==> src/rtl/core/cfr7_pkg.sv <==
// Shared types, codes and constants of the 7-bit command frame receiver.
`timescale 1ns / 1ps

package cfr7_pkg;

    localparam int MaxFrameBytesDefault = 64;
    localparam logic [16:0] ElapsedMax = 17'h1FFFF;
    localparam logic [7:0] CmdBit = 8'h80;

    typedef enum logic [1:0] {
        CMD_BYTE = 2'd0,
        CMD_TICK = 2'd1,
        CMD_POLL = 2'd2
    } t_cmd;

    typedef enum logic [2:0] {
        KIND_PAYLOAD = 3'd0,
        KIND_FRAME_END = 3'd1,
        KIND_SEND = 3'd2,
        KIND_START = 3'd3,
        KIND_STOP = 3'd4,
        KIND_EXECUTE = 3'd5
    } t_kind;

    typedef enum logic [2:0] {
        REG_TIMEOUT = 3'd0,
        REG_PING = 3'd1,
        REG_START = 3'd2,
        REG_EXIT = 3'd3,
        REG_READY = 3'd4,
        REG_EXECUTE = 3'd5,
        REG_UPDATE = 3'd6
    } t_reg_idx;

    typedef enum logic [1:0] {
        PH_IDLE = 2'd0,
        PH_ID = 2'd1,
        PH_LEN = 2'd2,
        PH_DATA = 2'd3
    } t_phase;

    typedef struct packed {
        logic [15:0] timeout_ms;
        logic [7:0] code_ping;
        logic [7:0] code_start;
        logic [7:0] code_exit;
        logic [7:0] code_ready;
        logic [7:0] code_execute;
        logic [7:0] code_update;
    } t_cfg;

    typedef struct packed {
        logic [2:0] kind;
        logic [7:0] value;
        logic [6:0] frame_id;
        logic last;
    } t_result;

    typedef struct packed {
        t_result [2:0] res;
        logic [1:0] cnt;
    } t_step;

endpackage

==> src/rtl/core/cfr7_if.sv <==
// Channel interfaces of the 7-bit command frame receiver.
`timescale 1ns / 1ps

interface cfr7_in_if;
    logic valid;
    logic ready;
    logic [1:0] cmd;
    logic [7:0] rx_byte;
    modport source (output valid, output cmd, output rx_byte, input ready);
    modport sink (input valid, input cmd, input rx_byte, output ready);
endinterface

interface cfr7_out_if;
    logic valid;
    logic ready;
    logic [2:0] kind;
    logic [7:0] value;
    logic [6:0] frame_id;
    logic last;
    modport source (output valid, output kind, output value, output frame_id, output last,
                    input ready);
    modport sink (input valid, input kind, input value, input frame_id, input last,
                  output ready);
endinterface

interface cfr7_cfg_if;
    logic valid;
    logic ready;
    logic [2:0] index;
    logic [15:0] data;
    modport source (output valid, output index, output data, input ready);
    modport sink (input valid, input index, input data, output ready);
endinterface

==> src/rtl/core/cfr7_cfg.sv <==
// Configuration register bank of the 7-bit command frame receiver.
`timescale 1ns / 1ps

module cfr7_cfg
    import cfr7_pkg::*;
(
    input  logic i_clk,
    input  logic i_rst_n,
    input  logic i_wr,
    input  logic [2:0] i_index,
    input  logic [15:0] i_data,
    output t_cfg o_cfg
);

    t_cfg r_cfg;

    always_ff @(posedge i_clk) begin
        if (!i_rst_n) begin
            r_cfg.timeout_ms <= 16'd5000;
            r_cfg.code_ping <= 8'd128;
            r_cfg.code_start <= 8'd129;
            r_cfg.code_exit <= 8'd130;
            r_cfg.code_ready <= 8'd131;
            r_cfg.code_execute <= 8'd132;
            r_cfg.code_update <= 8'd133;
        end else if (i_wr) begin
            unique case (i_index)
                REG_TIMEOUT: r_cfg.timeout_ms <= i_data;
                REG_PING: r_cfg.code_ping <= i_data[7:0];
                REG_START: r_cfg.code_start <= i_data[7:0];
                REG_EXIT: r_cfg.code_exit <= i_data[7:0];
                REG_READY: r_cfg.code_ready <= i_data[7:0];
                REG_EXECUTE: r_cfg.code_execute <= i_data[7:0];
                REG_UPDATE: r_cfg.code_update <= i_data[7:0];
                default: ;
            endcase
        end
    end

    assign o_cfg = r_cfg;

endmodule

==> src/rtl/core/cfr7_core.sv <==
// Parser, unpacker, timeout and handshake state with the per-word step logic.
`timescale 1ns / 1ps

module cfr7_core
    import cfr7_pkg::*;
#(
    parameter int MAX_FRAME_BYTES = MaxFrameBytesDefault
) (
    input  logic i_clk,
    input  logic i_rst_n,
    input  logic i_accept,
    input  logic [1:0] i_cmd,
    input  logic [7:0] i_rx_byte,
    input  t_cfg i_cfg,
    output t_step o_step
);

    localparam logic [7:0] MaxLen = 8'(MAX_FRAME_BYTES);

    t_phase r_phase, n_phase;
    logic [6:0] r_id, n_id;
    logic [6:0] r_len, n_len;
    logic [6:0] r_raw, n_raw;
    logic [3:0] r_bp, n_bp;
    logic [7:0] r_carry, n_carry;
    logic [6:0] r_dec, n_dec;
    logic r_conn, n_conn;
    logic r_rdy, n_rdy;
    logic [16:0] r_elapsed, n_elapsed;

    t_result [2:0] res;
    logic [1:0] cnt;
    logic do_reset;
    logic [3:0] sh;
    logic [7:0] b;

    always_comb begin
        n_phase = r_phase;
        n_id = r_id;
        n_len = r_len;
        n_raw = r_raw;
        n_bp = r_bp;
        n_carry = r_carry;
        n_dec = r_dec;
        n_conn = r_conn;
        n_rdy = r_rdy;
        n_elapsed = r_elapsed;
        res = '0;
        cnt = 2'd0;
        do_reset = 1'b0;
        b = i_rx_byte;
        sh = 4'd8 - r_bp;

        case (i_cmd)
            CMD_BYTE: begin
                if ((b & CmdBit) != 8'd0) begin
                    priority if (b == i_cfg.code_ping) begin
                        res[cnt] = '{KIND_SEND, i_cfg.code_ping, 7'd0, 1'b0};
                        cnt = cnt + 2'd1;
                    end else if (b == i_cfg.code_start) begin
                        n_conn = 1'b1;
                        n_elapsed = '0;
                        res[cnt] = '{KIND_START, 8'd0, 7'd0, 1'b0};
                        cnt = cnt + 2'd1;
                        res[cnt] = '{KIND_SEND, i_cfg.code_ready, 7'd0, 1'b0};
                        cnt = cnt + 2'd1;
                    end else if (b == i_cfg.code_exit) begin
                        n_conn = 1'b0;
                        res[cnt] = '{KIND_STOP, 8'd0, 7'd0, 1'b0};
                        cnt = cnt + 2'd1;
                    end else if (b == i_cfg.code_ready) begin
                        n_rdy = 1'b1;
                        n_elapsed = '0;
                    end else if (b == i_cfg.code_execute) begin
                        if (r_phase != PH_IDLE) begin
                            res[cnt] = '{KIND_EXECUTE, 8'd0, 7'd0, 1'b0};
                            cnt = cnt + 2'd1;
                            n_phase = PH_IDLE;
                        end
                    end else begin
                    end
                    if (b == i_cfg.code_update) begin
                        n_phase = PH_ID;
                    end else begin
                        do_reset = 1'b1;
                    end
                end else begin
                    unique case (r_phase)
                        PH_ID: begin
                            n_id = b[6:0];
                            n_phase = PH_LEN;
                        end
                        PH_LEN: begin
                            if (b > MaxLen) begin
                                do_reset = 1'b1;
                            end else begin
                                n_len = b[6:0];
                                n_raw = '0;
                                n_dec = '0;
                                n_bp = 4'd1;
                                n_carry = '0;
                                n_phase = PH_DATA;
                            end
                        end
                        PH_DATA: begin
                            if (r_raw < r_len) begin
                                priority if (r_bp <= 4'd1) begin
                                    n_carry = b << 1;
                                    n_bp = 4'd2;
                                end else if (r_bp >= 4'd8) begin
                                    res[cnt] = '{KIND_PAYLOAD, r_carry | b, r_id, 1'b0};
                                    cnt = cnt + 2'd1;
                                    n_dec = r_dec + 7'd1;
                                    n_carry = '0;
                                    n_bp = 4'd1;
                                end else begin
                                    res[cnt] = '{KIND_PAYLOAD, r_carry | (b >> sh), r_id,
                                                 1'b0};
                                    cnt = cnt + 2'd1;
                                    n_dec = r_dec + 7'd1;
                                    n_carry = b << r_bp;
                                    n_bp = r_bp + 4'd1;
                                end
                                n_raw = r_raw + 7'd1;
                            end
                            if (n_raw >= r_len) begin
                                res[cnt] = '{KIND_FRAME_END, {1'b0, n_dec}, r_id, 1'b0};
                                cnt = cnt + 2'd1;
                                n_raw = '0;
                                n_dec = '0;
                                n_bp = 4'd1;
                                n_carry = '0;
                                n_phase = PH_ID;
                            end
                        end
                        default: do_reset = 1'b1;
                    endcase
                end
                // Parser reset always comes after any result of the word itself.
                if (do_reset) begin
                    if (n_phase != PH_IDLE) begin
                        res[cnt] = '{KIND_SEND, i_cfg.code_ready, 7'd0, 1'b0};
                        cnt = cnt + 2'd1;
                    end
                    n_phase = PH_IDLE;
                    n_len = '0;
                    n_raw = '0;
                    n_dec = '0;
                    n_bp = 4'd1;
                    n_carry = '0;
                end
            end
            CMD_TICK: begin
                if (r_elapsed != ElapsedMax) begin
                    n_elapsed = r_elapsed + 17'd1;
                end
                if (r_conn && (n_elapsed > {1'b0, i_cfg.timeout_ms})) begin
                    n_conn = 1'b0;
                    res[cnt] = '{KIND_STOP, 8'd0, 7'd0, 1'b0};
                    cnt = cnt + 2'd1;
                end
            end
            CMD_POLL: begin
                if (r_rdy) begin
                    res[0] = '{KIND_SEND, i_cfg.code_update, 7'd0, 1'b0};
                    res[1] = '{KIND_SEND, i_cfg.code_execute, 7'd0, 1'b0};
                    res[2] = '{KIND_SEND, i_cfg.code_ready, 7'd0, 1'b0};
                    cnt = 2'd3;
                    n_rdy = 1'b0;
                end
            end
            default: ;
        endcase

        if (cnt != 2'd0) begin
            res[cnt - 2'd1].last = 1'b1;
        end
    end

    always_ff @(posedge i_clk) begin
        if (!i_rst_n) begin
            r_phase <= PH_IDLE;
            r_id <= '0;
            r_len <= '0;
            r_raw <= '0;
            r_bp <= 4'd1;
            r_carry <= '0;
            r_dec <= '0;
            r_conn <= 1'b0;
            r_rdy <= 1'b0;
            r_elapsed <= '0;
        end else if (i_accept) begin
            r_phase <= n_phase;
            r_id <= n_id;
            r_len <= n_len;
            r_raw <= n_raw;
            r_bp <= n_bp;
            r_carry <= n_carry;
            r_dec <= n_dec;
            r_conn <= n_conn;
            r_rdy <= n_rdy;
            r_elapsed <= n_elapsed;
        end
    end

    assign o_step.res = res;
    assign o_step.cnt = cnt;

endmodule

==> src/rtl/core/cfr7_outq.sv <==
// Three-entry result register that hands out one word per cycle while the reader takes them.
`timescale 1ns / 1ps

module cfr7_outq
    import cfr7_pkg::*;
(
    input  logic i_clk,
    input  logic i_rst_n,
    input  logic i_push,
    input  t_step i_step,
    input  logic i_pop,
    output logic o_space,
    output logic o_valid,
    output t_result o_head
);

    t_result [2:0] r_q;
    logic [1:0] r_cnt;

    // A new step fits once the queue is empty or its last word leaves now.
    assign o_space = (r_cnt == 2'd0) || ((r_cnt == 2'd1) && i_pop);
    assign o_valid = (r_cnt != 2'd0);
    assign o_head = r_q[0];

    always_ff @(posedge i_clk) begin
        if (i_push) begin
            r_q <= i_step.res;
        end else if (i_pop) begin
            r_q[0] <= r_q[1];
            r_q[1] <= r_q[2];
        end
    end

    always_ff @(posedge i_clk) begin
        if (!i_rst_n) begin
            r_cnt <= 2'd0;
        end else if (i_push) begin
            r_cnt <= i_step.cnt;
        end else if (i_pop) begin
            r_cnt <= r_cnt - 2'd1;
        end
    end

endmodule

==> src/rtl/core/command_frame_receiver_7bit_top.sv <==
// Top level of the 7-bit command frame receiver.
`timescale 1ns / 1ps

// Serial command frame receiver. Each input word carries either a received byte, a
// one millisecond tick or a poll; the block answers with zero to three result words,
// the final one of a word's results marked by last. Command bytes (bit 7 set) run the
// session: ping is echoed, start connects and sends ready, exit disconnects, ready
// marks the handshake and restarts the timeout, execute closes an open update, and
// update opens frames of id, length and 7-bit packed data, which are unpacked into
// 8-bit payload words followed by a frame-end word with the decoded count. Any other
// command, a stray data byte or an oversize length resets the parser and sends ready
// if a frame sequence was open. Ticks age a saturating counter that drops the
// connection once more than timeout_ms ticks have passed; a poll with the ready mark
// set sends update, execute and ready. One word's work is done combinationally on
// acceptance; its results load into a three-entry result register that delivers one
// word per cycle while the output is ready. A new word waits until the previous
// word's results are gone or leaving, so a word is taken every cycle while each
// causes at most one result and the output is ready. The configuration channel is
// always ready; write it only while no results are pending. Reset is synchronous.

module command_frame_receiver_7bit_top
    import cfr7_pkg::*;
#(
    parameter int MAX_FRAME_BYTES = MaxFrameBytesDefault
) (
    input  logic i_clk,
    input  logic i_rst_n,
    cfr7_in_if.sink i_in,
    cfr7_out_if.source o_out,
    cfr7_cfg_if.sink i_cfg
);

    t_cfg cfg;
    t_step step;
    t_result head;
    logic accept;
    logic pop;
    logic space;
    logic out_valid;

    // Configuration writes are taken at once.
    assign i_cfg.ready = 1'b1;

    cfr7_cfg u_cfg (
        .i_clk(i_clk),
        .i_rst_n(i_rst_n),
        .i_wr(i_cfg.valid),
        .i_index(i_cfg.index),
        .i_data(i_cfg.data),
        .o_cfg(cfg)
    );

    assign i_in.ready = space;
    assign accept = i_in.valid && space;

    cfr7_core #(
        .MAX_FRAME_BYTES(MAX_FRAME_BYTES)
    ) u_core (
        .i_clk(i_clk),
        .i_rst_n(i_rst_n),
        .i_accept(accept),
        .i_cmd(i_in.cmd),
        .i_rx_byte(i_in.rx_byte),
        .i_cfg(cfg),
        .o_step(step)
    );

    assign pop = out_valid && o_out.ready;

    cfr7_outq u_outq (
        .i_clk(i_clk),
        .i_rst_n(i_rst_n),
        .i_push(accept),
        .i_step(step),
        .i_pop(pop),
        .o_space(space),
        .o_valid(out_valid),
        .o_head(head)
    );

    assign o_out.valid = out_valid;
    assign o_out.kind = head.kind;
    assign o_out.value = head.value;
    assign o_out.frame_id = head.frame_id;
    assign o_out.last = head.last;

endmodule

==> src/flat_wrapper.sv <==
// flat-port wrapper written by rule: the top's interface ports become plain ports
module command_frame_receiver_7bit_top_flat import cfr7_pkg::*;
#(
    parameter int MAX_FRAME_BYTES = MaxFrameBytesDefault
)
  (i_clk, i_rst_n, i_in_valid, i_in_cmd, i_in_rx_byte, i_in_ready, o_out_valid, o_out_kind, o_out_value, o_out_frame_id, o_out_last, o_out_ready, i_cfg_valid, i_cfg_index, i_cfg_data, i_cfg_ready);
  cfr7_in_if i_in_i ();
  cfr7_out_if o_out_i ();
  cfr7_cfg_if i_cfg_i ();
  input  logic i_clk;
  input  logic i_rst_n;
  input wire logic [$bits(i_in_i.valid)-1:0] i_in_valid;
  input wire logic [$bits(i_in_i.cmd)-1:0] i_in_cmd;
  input wire logic [$bits(i_in_i.rx_byte)-1:0] i_in_rx_byte;
  output wire logic [$bits(i_in_i.ready)-1:0] i_in_ready;
  output wire logic [$bits(o_out_i.valid)-1:0] o_out_valid;
  output wire logic [$bits(o_out_i.kind)-1:0] o_out_kind;
  output wire logic [$bits(o_out_i.value)-1:0] o_out_value;
  output wire logic [$bits(o_out_i.frame_id)-1:0] o_out_frame_id;
  output wire logic [$bits(o_out_i.last)-1:0] o_out_last;
  input wire logic [$bits(o_out_i.ready)-1:0] o_out_ready;
  input wire logic [$bits(i_cfg_i.valid)-1:0] i_cfg_valid;
  input wire logic [$bits(i_cfg_i.index)-1:0] i_cfg_index;
  input wire logic [$bits(i_cfg_i.data)-1:0] i_cfg_data;
  output wire logic [$bits(i_cfg_i.ready)-1:0] i_cfg_ready;
  assign i_in_i.valid = i_in_valid;
  assign i_in_i.cmd = i_in_cmd;
  assign i_in_i.rx_byte = i_in_rx_byte;
  assign i_in_ready = i_in_i.ready;
  assign o_out_valid = o_out_i.valid;
  assign o_out_kind = o_out_i.kind;
  assign o_out_value = o_out_i.value;
  assign o_out_frame_id = o_out_i.frame_id;
  assign o_out_last = o_out_i.last;
  assign o_out_i.ready = o_out_ready;
  assign i_cfg_i.valid = i_cfg_valid;
  assign i_cfg_i.index = i_cfg_index;
  assign i_cfg_i.data = i_cfg_data;
  assign i_cfg_ready = i_cfg_i.ready;
  command_frame_receiver_7bit_top #(.MAX_FRAME_BYTES(MAX_FRAME_BYTES)) u_core (.i_clk(i_clk), .i_rst_n(i_rst_n), .i_in(i_in_i), .o_out(o_out_i), .i_cfg(i_cfg_i));
endmodule
==> config.mk <==
export PLATFORM = sky130hd
export DESIGN_NAME = command_frame_receiver_7bit_top_flat
export DESIGN_NICKNAME = d
export VERILOG_FILES = /design/src/rtl/core/cfr7_pkg.sv /design/src/rtl/core/cfr7_if.sv /design/src/rtl/core/cfr7_cfg.sv /design/src/rtl/core/cfr7_core.sv /design/src/rtl/core/cfr7_outq.sv /design/src/rtl/core/command_frame_receiver_7bit_top.sv /design/src/flat_wrapper.sv
export SDC_FILE = /design/constraint.sdc
export NUM_CORES = 1
export LEC_CHECK = 0
export BUFFER_PORTS_ARGS = -buffer_cell sky130_fd_sc_hd__buf_2
export CAP_MARGIN = 20
export CELL_PAD_IN_SITES_DETAIL_PLACEMENT = 0
export CELL_PAD_IN_SITES_GLOBAL_PLACEMENT = 2
export CORE_MARGIN = 8
export CORE_UTILIZATION = 38
export DETAILED_ROUTE_END_ITERATION = 10
export GPL_TIMING_DRIVEN = 0
export PLACE_DENSITY_LB_ADDON = 0.1
export RECOVER_POWER = 25
export SYNTH_ARGS = -nofsm -noshare
export SYNTH_HDL_FRONTEND = slang
export SYNTH_HIERARCHICAL = 1
export SYNTH_SLANG_ARGS = --single-unit
==> constraint.sdc <==
create_clock -name i_clk -period 13.5 [get_ports i_clk]
set_clock_uncertainty 0.2 [all_clocks]
set_input_delay 1.35 -clock i_clk [delete_from_list [all_inputs] [get_ports i_clk]]
set_output_delay 1.35 -clock i_clk [all_outputs]
set_load 0.1 [all_outputs]
# Word level (Yosys, flattened, before mapping)
# Cells that the tools add are included.
[classes]
n_reduce_logical = 36
shift = 2
bitwise_logic = 3
n_lt_le_gt_ge = 12
muxes = 136
n_eq_ne = 32
n_addsub = 9
[ops]
columns = ["operator", "n"]
rows = [
  ["two-way mux 19 bit", 15],
  ["two-way mux 57 bit", 5],
  ["bitwise mux 57 bit", 3],
  ["two-way mux 38 bit", 4],
  ["two-way mux 7 bit", 20],
  ["two-way mux 17 bit", 7],
  ["demux 19 bit (select 2 bit)", 3],
  ["one-hot mux 38 bit (2 select lines)", 1],
  ["two-way mux 2 bit", 29],
  ["one-hot mux 19 bit (3 select lines)", 1],
  ["two-way mux 56 bit", 1],
  ["two-way mux 8 bit", 7],
  ["== test 8 bit", 6],
  ["two-way mux 16 bit", 3],
  ["one-hot mux 17 bit (2 select lines)", 1],
  ["two-way mux 4 bit", 7],
  ["one-hot mux 7 bit (2 select lines)", 2],
  ["two-way mux 1 bit", 19],
  ["two-way mux 18 bit", 1],
  ["AND reduction 6 bit", 3],
  ["adder 17 x 1 -> 17 bit, second input constant", 1],
  ["greater-than comparator 17 x 16 -> 1 bit", 1],
  ["inequality test 17 bit, second input constant", 1],
  ["bitwise OR 8 bit", 2],
  ["other kinds (39)", 87],
]
[totals]
input_bits = 34
reg_bits = 184
out_inout_bits = 22
elab_cells = 260

# Longest topological paths before layout
[depth]
ltp_word = 23
depth_mapped = 22
depth_no_buf = 20

# Cells and area by module
# Netlist, hierarchy kept.
[by_module_without_submodules]
columns = ["module", "instances", "area_each_um2", "seq_area_each_um2", "cells_per_inst"]
rows = [
  ["cfr7_core", 1, 6019.5, 1221.2, 801],
  ["cfr7_outq", 1, 2488.6, 1751.7, 137],
  ["cfr7_cfg", 1, 2463.6, 1281.2, 237],
  ["command_frame_receiver_7bit_top", 1, 23.8, 0.0, 4],
]

# Least setup slack after synthesis
# No wires, ideal clock.
[synth_path]
path_type = "flip-flop to flip-flop"
from = "register u_core.u_core.r_len[5]"
to = "register u_core.u_outq.r_q, in the netlist u_core/u_outq/o_head[15], data pin"
required_time_ns = 13.040
path_buffers = 3
path_stages_with_launch = 23
setup_slack_ns = 8.453
setup_ns = 0.260
arrival_ns = 4.588
period_less_slack_ns = 5.047
cell_sequence = "dfxtp_1 -> inv_1 -> ha_1 -> a21o_1 -> a221oi_1 -> o21ai_0 -> clkbuf_1 -> nor3_1 -> xor2_1 -> ha_1 -> a21o_1 -> a21oi_1 -> o211ai_1 -> clkbuf_1 -> ha_1 -> o21ai_0 -> o211ai_1 -> ha_1 -> and2_1 -> buf_6 -> a311oi_1 -> o31ai_1 -> mux2_2"
[synth_lines]
columns = ["item", "line", "source"]
rows = [
  ["from (decl)", "cfr7_core.sv:22", "logic [6:0] r_len, n_len;"],
  ["from (signal assigned)", "cfr7_core.sv:195", "r_len <= n_len;"],
  ["to (signal assigned)", "cfr7_outq.sv:27", "r_q <= i_step.res;"],
  ["to (decl)", "cfr7_outq.sv:17", "t_result [2:0] r_q;"],
]

==> metrics.md <==
| Metric | Value |
|---|---|
| Final TNS setup | `0 ns` |
| Yosys top cell by area | `dfxtp_1` |
| Filler instances | `2900` |
| # diodes | `0` |
| Worst setup path startpoint | `u_core/u_core/r_len[5]$_SDFFE_PN0P_` |
| Crit end category | `register` |
| Clk Tree Root Cell | `clkbuf_16` |
| DR vias/cell | `5.27` |
| Async set-or-reset flop fraction in the synthesized netlist | `0%` |
| Overflow after GRT | `0` |
| Post-synth cell types | `73` |
| Synth area leaders | `dfxtp_1, edfxtp_1, mux2i_1, ha_1, mux2_2` |
| Crit path DAT | `6.22 ns` |
| CTS H-Tree Depth | `4` |
| Status | `completed` |
| Antenna Nets Post-Route | `0` |
| Row count | `62` |
| Worst Tran Pin Value | `0.950 ns` |
| R2R cell count | `21` |
| Fin crit period | `6.24 ns` |
| IO Pins | `56` |
| Starting Density | `38.4%` |
| DR iter-0 viols | `540` |
| Clock sinks | `184` |
| CORE AREA | `28600 sq um` |
| Area of the multi-input gates | `6010 sq um` |
| Postcts setup bufs | `0` |
| EDFF count, synth | `57` |
| Crit path max fanout | `11` |
| Mapped cell area | `11000 sq um` |
| Final hold violations | `0` |
| Tcrit/Tclk final | `46.2%` |
| Register area share after synthesis | `38.7%` |
| Max-cap violations | `0` |
| Max Slew Vio Count | `0` |
| Post-DP HPWL | `25100 um` |
| DRT Wirelength | `33600 um` |
| Register area | `4250 sq um` |
| Setup ws final | `7.26 ns` |
| Commonest non-fill, non-tap cell in the layout | `dfxtp_1` |
| RSZ-0062 raised after global routing | `false` |
| Mapped Avg Cell Area | `9.33 sq um` |
| Final RePlAce weighted congestion | `0.876` |
| Most frequent cells in the layout | `dfxtp_1, nand2_1, nor2_1` |
| Wire per inst | `20.4 um` |
| Final Util | `43.1%` |
| Final #Nets | `1332` |
| DP Worst Slack | `7.24 ns` |
| Min-Delay Path Class | `register to register` |
| Die area | `34600 sq um` |
| Peak supply drop | `0.0761 mV` |
| Synth Register Bits | `184` |
| Post-Synthesis Cells | `1179` |
| CTS tree | `done` |
| Top FF cell, synth | `dfxtp_1` |
| PwrDens | `109 nW/um^2` |
| Max Clk Rate | `160 MHz` |
| Critical Path Source Type | `register` |
| Via count | `8712` |
| Clk buf depth | `2` |
| YS warnings | `6` |
| Yosys top cell area share | `23.1%` |
| First-pass DRT Iterations | `8` |
| Clock buffers created by TritonCTS | `17` |
| CTS resizes | `0` |
| Layout cells sized above 1 | `16.2%` |
| Setup violators final | `0` |
| Port bufs | `47` |
| Die H | `186 um` |
| Vias in the first global route | `8809` |
| Pin count of the biggest net entering global routing | `39` |
| Critical Path End | `u_core/u_outq/o_head[15]$_DFFE_PP_` |
| Die W | `186 um` |
| Initial antenna violation count | `0` |
| CTS hold repair buffers | `0` |
| WHS | `0.262 ns` |
| Total track usage | `19.8%` |
| Clock Latency Late Sink | `0.44 ns` |
| # DRC | `0` |
| Global-route wire length before repair | `52000 um` |
| Max-slew headroom | `36.1%` |
| Worst R2R End | `u_core/u_outq/o_head[15]$_DFFE_PP_` |
| CTS clk-pin slew, worst paths | `0.07 ns` |
| Pwr Total | `1.34 mW` |
| R2R Path Start | `u_core/u_core/r_len[5]$_SDFFE_PN0P_` |
| CP Class | `register to register` |
| Synthesis-to-layout area growth | `12.1%` |
| Required @ worst endpoint | `13.49 ns` |
| P_leak | `5.13 nW` |
| Setup slack, reg-to-reg | `7.26 ns` |
-- cells by family (layout without fill, tap and decap cells) --
logic type               after synthesis  count (layout)  share of synthesized area [%]
multiplexers                         127             127                           12.5
adder cells (fa/ha/maj)               42              42                           4.78
other                                  2              11                         0.0683
buffers and inverters                148             229                           6.98
AO/OA/AOI/OAI                        215             215                           13.5
XOR/XNOR                              74              74                           5.89
flip-flops                           184             184                           38.7
AND/OR/NAND/NOR                      387             387                           17.6
-- cell usage after synthesis (all sizes together) (14+ instances only) --
master,n
and3,14
a21oi,51
clkbuf,40
edfxtp,57
nor2b,39
mux2i,82
nor3,22
inv,43
nor2,84
nand2,121
buf,65
xor2,31
a21o,16
and2,24
xnor2,43
ha,42
o21ai,44
nand3,20
dfxtp,127
mux2,41
nand4,16
a22oi,14
-- metal layers --
metal	vias to the layer above	global-route usage (%)	share of wire, %
met1	4167	25.7	47
met5	-	0	0
met2	174	32.7	47
met4	0	8.19	3.4
li1	4320	-	-
met3	51	2.95	3.2
-- power by group --
| part | switching, mW | total [mW] | internal (mW) | leakage, nW |
|---|---|---|---|---|
| logic | 0.164 | 0.230 | 0.0660 | 3.26 |
| clock network | 0.250 | 0.496 | 0.247 | 0.278 |
| registers | 0.0111 | 0.617 | 0.606 | 1.60 |
-- sequential cells by signal, indices dropped and copies added (netlist names) --
| register | flops |
|---|---|
| u_core/u_core/r_id | 7 |
| u_core/u_core/r_phase | 2 |
| u_core/u_core/r_len | 7 |
| u_core/u_core/r_elapsed | 17 |
| u_core/u_core/r_raw | 7 |
| u_core/u_core/r_carry | 8 |
| u_core/u_cfg/o_cfg | 64 |
| u_core/u_outq/r_q | 38 |
| u_core/u_outq/o_head | 19 |
| u_core/u_core/r_dec | 7 |
| u_core/u_core/r_rdy | 1 |
| u_core/u_core/r_conn | 1 |
| u_core/u_core/r_bp | 4 |
| u_core/u_outq/r_cnt | 2 |
-- stage by stage --
| step | instance area (sq um) | instances |
|---|---|---|
| 6_report | 12300 | 1653 |
| 5_1_grt | 12300 | 1653 |
| 4_1_cts | 12300 | 1651 |
| 3_5_place_dp | 11700 | 1619 |
| 3_3_place_gp | 11700 | 1619 |
| 2_1_floorplan | 11000 | 1188 |
-- critical path, stage by stage (launching register included) --
cell	delay [ns]
dfxtp_1	0.34
inv_1	0.08
ha_1	0.30
a21o_1	0.18
a221oi_1	0.34
o21ai_0	0.27
clkbuf_1	0.31
nor3_1	0.31
xor2_1	0.13
ha_1	0.33
nand4_1	0.08
o211ai_1	0.42
clkbuf_1	0.51
ha_1	0.33
o21ai_0	0.17
o211ai_1	0.22
ha_1	0.27
and2_1	0.16
buf_6	0.15
a311oi_1	0.38
o31ai_1	0.21
mux2_2	0.31
-- cell type report --
type,instances,share of cell area (%)
multi-input combinational,856,48.8
sequential,184,34.5
buffer,105,4.84
tap,384,3.90
clock buffer,17,3.45
timing repair buffer,49,1.99
inverter,43,1.31
clock inverter,15,1.23
-- worst min-delay path by stage --
stage                                           from                                    end  depth (start not counted)
2_1_floorplan  u_core/u_core/r_carry[4]$_SDFFE_PN0P_  u_core/u_core/r_carry[4]$_SDFFE_PN0P_                          2
6_report         u_core/u_cfg/o_cfg[63]$_SDFFE_PN0P_    u_core/u_cfg/o_cfg[63]$_SDFFE_PN0P_                          2
5_1_grt        u_core/u_core/r_carry[2]$_SDFFE_PN0P_  u_core/u_core/r_carry[2]$_SDFFE_PN0P_                          2
3_5_place_dp   u_core/u_core/r_carry[1]$_SDFFE_PN0P_  u_core/u_core/r_carry[1]$_SDFFE_PN0P_                          2
3_3_place_gp   u_core/u_core/r_carry[1]$_SDFFE_PN0P_  u_core/u_core/r_carry[1]$_SDFFE_PN0P_                          2
4_1_cts        u_core/u_core/r_carry[1]$_SDFFE_PN0P_  u_core/u_core/r_carry[1]$_SDFFE_PN0P_                          2
Power figures use the tool's default switching activity.
